**src/design/tcsc_pkg.sv**
```systemverilog
// ----------------------------------------------------------------------------
// TCP segment checksum checker package
// Status codes, limits and the verdict record passed from the front end to
// the back end through the queue.
// ----------------------------------------------------------------------------
package tcsc_pkg;

  // Verdict status codes.
  localparam logic [2:0] ST_OK     = 3'd0;
  localparam logic [2:0] ST_SKIP   = 3'd1;
  localparam logic [2:0] ST_NOHDR  = 3'd2;
  localparam logic [2:0] ST_BADOFF = 3'd3;
  localparam logic [2:0] ST_SHORT  = 3'd4;
  localparam logic [2:0] ST_CSUM   = 3'd5;

  // Protocol and header limits.
  localparam logic [7:0]  PROTO_TCP     = 8'd6;
  localparam logic [15:0] MIN_HDR_BYTES = 16'd20;
  localparam logic [3:0]  MIN_OFFSET    = 4'd5;
  localparam logic [3:0]  OFFSET_WORD   = 4'd6;
  localparam logic [15:0] CSUM_GOOD     = 16'hFFFF;

  // Default error counter width.
  localparam int COUNT_WIDTH_DEF = 32;

  // Queue depth between front and back end.
  localparam int FIFO_DEPTH = 2;

  // One classified segment, waiting for the checksum compare and counting.
  typedef struct packed {
    logic        checked;    // TCP segment that went through the checks
    logic        skip_drop;  // drop flag for a skipped segment
    logic [2:0]  status;     // status before the checksum compare
    logic [15:0] seg_sum;    // folded sum of the segment words
    logic [15:0] pseudo_sum; // folded sum of the pseudo-header
  } tcsc_entry_t;

  // Queue fill flags.
  typedef struct packed {
    logic full;
    logic empty;
  } tcsc_fifo_stat_t;

endpackage

```
**src/design/tcsc_front.sv**
```systemverilog
// ----------------------------------------------------------------------------
// TCP segment checksum checker front end
// Accepts segment word beats, keeps the running one's-complement sum, the
// word index and the data offset, and on the last word classifies the
// segment and pushes a verdict record into the queue.
// ----------------------------------------------------------------------------
module tcsc_front (
  input  logic                    clk,
  input  logic                    rst_n,
  input  logic                    in_valid,
  output logic                    in_stall,
  input  logic                    in_first_word,
  input  logic                    in_last_word,
  input  logic [15:0]             in_data_word,
  input  logic                    in_odd_tail,
  input  logic [31:0]             in_source_address,
  input  logic [31:0]             in_dest_address,
  input  logic [15:0]             in_ip_total_length,
  input  logic [3:0]              in_ip_header_words,
  input  logic [7:0]              in_ip_protocol,
  input  logic                    in_already_dropped,
  input  logic [15:0]             in_captured_length,
  input  tcsc_pkg::tcsc_fifo_stat_t fifo_stat,
  output logic                    push,
  output tcsc_pkg::tcsc_entry_t   push_data
);

  logic [15:0] sum_r, sum_nxt;
  logic [15:0] idx_r, idx_nxt;
  logic [3:0]  off_r, off_nxt;

  logic [15:0] base_sum, base_idx, word_m, sum_add, idx_add, tlen;
  logic [3:0]  base_off, off_add;
  logic [16:0] add_raw;
  logic [18:0] ps_raw;
  logic [16:0] ps_fold;
  logic        accept;

  // A beat is taken whenever the queue has room.
  assign in_stall = fifo_stat.full;
  assign accept   = in_valid && !in_stall;

  // Running state for this beat, restarted on the first word.
  always_comb begin
    base_sum = in_first_word ? 16'd0 : sum_r;
    base_idx = in_first_word ? 16'd0 : idx_r;
    base_off = in_first_word ? 4'd0 : off_r;
    word_m   = (in_last_word && in_odd_tail) ? {in_data_word[15:8], 8'h00} : in_data_word;
    add_raw  = {1'b0, base_sum} + {1'b0, word_m};
    sum_add  = add_raw[15:0] + {15'd0, add_raw[16]};
    off_add  = (base_idx == {12'd0, tcsc_pkg::OFFSET_WORD}) ? word_m[15:12] : base_off;
    idx_add  = (base_idx == 16'hFFFF) ? base_idx : base_idx + 16'd1;
  end

  // The state clears after every verdict.
  always_comb begin
    sum_nxt = sum_r;
    idx_nxt = idx_r;
    off_nxt = off_r;
    if (accept) begin
      if (in_last_word) begin
        sum_nxt = 16'd0;
        idx_nxt = 16'd0;
        off_nxt = 4'd0;
      end else begin
        sum_nxt = sum_add;
        idx_nxt = idx_add;
        off_nxt = off_add;
      end
    end
  end

  always_ff @(posedge clk) begin
    if (!rst_n) begin
      sum_r <= 16'd0;
      idx_r <= 16'd0;
      off_r <= 4'd0;
    end else begin
      sum_r <= sum_nxt;
      idx_r <= idx_nxt;
      off_r <= off_nxt;
    end
  end

  // Pseudo-header sum: addresses, TCP length and protocol, folded twice.
  always_comb begin
    tlen    = in_ip_total_length - {10'd0, in_ip_header_words, 2'b00};
    ps_raw  = 19'(in_source_address[31:16]) + 19'(in_source_address[15:0])
            + 19'(in_dest_address[31:16]) + 19'(in_dest_address[15:0])
            + 19'(tlen) + 19'(tcsc_pkg::PROTO_TCP);
    ps_fold = {1'b0, ps_raw[15:0]} + {14'd0, ps_raw[18:16]};
  end

  // Classification of the finished segment, checks in priority order.
  always_comb begin
    push_data            = '0;
    push_data.seg_sum    = sum_add;
    push_data.pseudo_sum = ps_fold[15:0] + {15'd0, ps_fold[16]};
    if (in_already_dropped) begin
      push_data.skip_drop = 1'b1;
      push_data.status    = tcsc_pkg::ST_SKIP;
    end else if (in_ip_protocol != tcsc_pkg::PROTO_TCP) begin
      push_data.status    = tcsc_pkg::ST_SKIP;
    end else begin
      push_data.checked = 1'b1;
      if (in_captured_length < tcsc_pkg::MIN_HDR_BYTES) begin
        push_data.status = tcsc_pkg::ST_NOHDR;
      end else if (off_add < tcsc_pkg::MIN_OFFSET) begin
        push_data.status = tcsc_pkg::ST_BADOFF;
      end else if (in_captured_length < {10'd0, off_add, 2'b00}) begin
        push_data.status = tcsc_pkg::ST_SHORT;
      end else begin
        push_data.status = tcsc_pkg::ST_OK;
      end
    end
  end

  assign push = accept && in_last_word;

endmodule

```
**config.mk**
```make
export PLATFORM = sky130hd
export DESIGN_NAME = tcsc_front
export DESIGN_NICKNAME = d
export VERILOG_FILES = /design/src/design/tcsc_pkg.sv /design/src/design/tcsc_front.sv
export SDC_FILE = /design/constraint.sdc
export NUM_CORES = 1
export LEC_CHECK = 0
export ABC_AREA = 1
export BUFFER_PORTS_ARGS = -buffer_cell sky130_fd_sc_hd__buf_2
export CAP_MARGIN = 20
export CORE_ASPECT_RATIO = 0.7
export CORE_MARGIN = 10
export CORE_UTILIZATION = 40
export DETAILED_ROUTE_END_ITERATION = 10
export HOLD_SLACK_MARGIN = 0.1
export PLACE_DENSITY = 0.72
export REMOVE_ABC_BUFFERS = 1
export SETUP_SLACK_MARGIN = 0.1
export SYNTH_ARGS = -nofsm -noshare
export SYNTH_HDL_FRONTEND = slang
export SYNTH_SLANG_ARGS = --single-unit
```
**constraint.sdc**
```tcl
create_clock -name clk -period 7.25 [get_ports clk]
set_clock_uncertainty 0.1 [all_clocks]
set_input_delay 0.3625 -clock clk [delete_from_list [all_inputs] [get_ports clk]]
set_output_delay 0.3625 -clock clk [all_outputs]
set_load 0.1 [all_outputs]
```
==> flow_summary_export.csv <==
group,metric,value,unit
run_status,outcome,"complete, but fails checks",
placed_design,dpl_worst_slack,-1.229,ns
synthesis,post_synth.cell_area_avg,6.227,um^2
route,first_pass_iters,5,
global_route,overflow,0,
min_path,hp-class,"flop to flop",
min_path,holdPathEnd,"idx_r[9]",
synthesis,synthMuxAreaShare,0,
worst_setup_path,cp.arrival,7.81,ns
clock_tree,clkLatencyLatePin,0.29,ns
timing,whs,0.3655,ns
worst_setup_path,end_kind,"output pin",
synthesis,syn_area,7093,um^2
worst_setup_path,r2r_start,"sum_r[0]",
clock_tree,clk_path_buf_depth,2,
timing,finalSetupViolations,14,
worst_setup_path,rrSetupSlack,3.28,ns
synthesis,synth_area_leaders,"nand2_1 (15%), fa_1 (14%), inv_1 (13%)",
timing,rsz0062_at_grt,"yes",
placed_design,hpwlAfterDp,19110,um
worst_setup_path,crit_path_top_delay_cell,"fa_1",
final_layout,fill_cells,1565,
timing,finalCritPeriodShare,1.140,
final_layout,layout_commonest_cell,"nand2_1",
worst_setup_path,reg2reg_to,"sum_r[9]",
synthesis,synthCells,1139,
placed_design,portBuffers,168,
worst_setup_path,rr_worst_depth,26,
floorplanning,start_util,0.4108,
clock_tree,h-tree-depth,2,
timing,min_period,8.268,ns
job,max-cap-violations,0,
route,routed_wl,24500,um
timing,fmax,120.9,MHz
floorplanning,ios,172,
synthesis,ys_ff_latch,36,
worst_setup_path,path_common_cell,"nor2_4",
synthesis,yosys.area.top_type,"nand2_1",
global_route,grt_max_degree,39,
route,antenna_left,0,
clock_tree,clock-sinks,36,
floorplanning,die_w,179.2,um
synthesis,synthAdderAreaFrac,0.2568,
global_route,grt_usage,0.1984,
placed_design,gp_congestion,0.9687,
synthesis,synth_xor_area_frac,0.04869,
worst_setup_path,worstPathMaxFanout,4,
clock_tree,clk_pin_slew,0.06,ns
synthesis,yosysSeqAreaShare,0.1016,
clock_tree,cts_tree,"yes",
clock_tree,root_buffer,"clkbuf_16",
worst_setup_path,crit_type,"input pin to output pin",
final_layout,layout.cells.most_common_list,"nand2_1 (271), inv_1 (240), buf_2 (148)",
floorplanning,coreArea,17270,um^2
floorplanning,placementRows,40,
final_layout,nets,1703,
worst_setup_path,cp-start-kind,"input pin",
synthesis,ys_async_sr_fraction,0,
min_path,min_path_cells,2,
route,routedWlPerCell,14.52,um
global_route,grt_pass1_vias,8161,
timing,setup_slack,-1.018,ns
run_status,violations,"setup timing",
synthesis,synth.top_cell.area_share,0.1524,
floorplanning,fp.dieH,131.4,um
synthesis,synth_edf_count,0,
worst_setup_path,max_stage_delay,0.50,ns
timing,slew_viol_final,0,
route,via_per_inst,4.905,
synthesis,yosysWarnings,0,
min_path,min-delay-start,"idx_r[9]",
synthesis,synth_compound_area_frac,0.08767,
final_layout,diodes,0,
route,drtIter0Drc,743,
synthesis,ys_types,46,
global_route,grt_pass1_wl,39210,um
synthesis,synthFlopType,"dfxtp_1",
synthesis,synth_top_family_by_area,"simple AND/OR/NAND/NOR gates",
floorplanning,dieArea,23540,um^2
route,drc_errors,0,
route,vias,8275,
synthesis,synthSimpleGateAreaFrac,0.3561,
final_layout,syn_to_final_growth,45.56,%
timing,relSlewSlack,0.6368,
global_route,antenna_found_initial,0,
timing,finalHoldViolCount,0,
final_layout,layout-drive-gt1-share,0.3242,
clock_tree,hold_buffers,0,
worst_setup_path,required,6.79,ns
timing,tightest_slew,0.5448,ns
clock_tree,cts_buffers,5,
synth_stat cells, types with 2 or more instances:
cell type,number
dfxtp_1,36
a21oi_1,73
clkinv_1,2
and2_1,5
nor4_2,2
inv_1,251
nand3_2,10
nor2_1,97
nand4_1,22
or2_2,2
o31ai_1,4
o211ai_1,2
buf_2,2
nor4_1,8
xor2_1,25
o21a_1,2
xor2_2,3
ha_1,64
nand2_2,15
fa_1,51
o21bai_1,3
o21ai_1,7
nand3b_1,4
nand3_1,68
inv_2,11
o21ai_0,17
xnor2_1,7
nor2_4,3
buf_4,2
nand2_1,288
nor3_1,12
clkbuf_1,11
a21o_1,2
nor2_2,16
kinds of logic after synthesis:
group | after synthesis
AND/OR/NAND/NOR | 558
buffers and inverters | 279
AO/OA/AOI/OAI | 115
adder cells (fa/ha/maj) | 115
XOR/XNOR | 36
flip-flops | 36
registers in the layout, indices dropped and copies added (netlist names):
name and flops:
idx_r 16, off_r 4, sum_r 16
critical path: cells and delay by family:
family,cells,cell delay [ns]
AO/OA/AOI/OAI,3,0.51
XOR/XNOR,3,0.41
adder cells (fa/ha/maj),9,2.49
buffers and inverters,9,0.95
AND/OR/NAND/NOR,27,3.07
worst max-delay path by stage:
stage,start,to
after floorplan,in_ip_header_words[2],push_data[13]
after global placement,in_ip_total_length[4],push_data[14]
after detailed placement,in_ip_total_length[4],push_data[12]
after global routing,in_ip_total_length[2],push_data[12]
after CTS,in_ip_total_length[4],push_data[15]
final,in_ip_header_words[2],push_data[12]
metal layers:
layer,GRT usage,share of wire
met1,0.2923,0.47
met2,0.2984,0.44
met3,0.03950,0.081
met4,0.02226,0.0095
met5,0,0
what timing repair did:
| item | 4_1_cts | 5_1_grt |
|---|---|---|
| endpoints found under the setup margin | 16 | 16 |
| buffers inserted | 64 | 13 |
| gates resized for setup | 83 | 40 |
| pin swaps | 36 | 50 |
area by class of cell:
| class | instances | area [um^2] | area share |
|---|---|---|---|
| Clock buffer | 5 | 125.1 | 0.01212 |
| Clock inverter | 3 | 42.54 | 0.004120 |
| Inverter | 264 | 998.5 | 0.09670 |
| Multi-Input combinational cell | 824 | 5803 | 0.5620 |
| Sequential cell | 36 | 720.7 | 0.06980 |
| Tap cell | 231 | 289.0 | 0.02799 |
| Timing Repair Buffer | 324 | 2346 | 0.2272 |
metrics by stage:
stage / util / TNS, ns / cell area, um^2 / std cells
final: 0.5980 / -10.94 / 10320 / 1687
after global routing: 0.5980 / -17.29 / 10320 / 1687
after CTS: 0.5855 / -7.591 / 10110 / 1681
after detailed placement: 0.5285 / -12.16 / 9125 / 1617
after global placement: 0.5269 / -8.934 / 9097 / 1616
after floorplan: - / -12.56 / 7027 / 1124
Power is left out: the tool's default activity adds up to more than one toggle a clock period on the data nets, which glitch-free logic cannot reach.
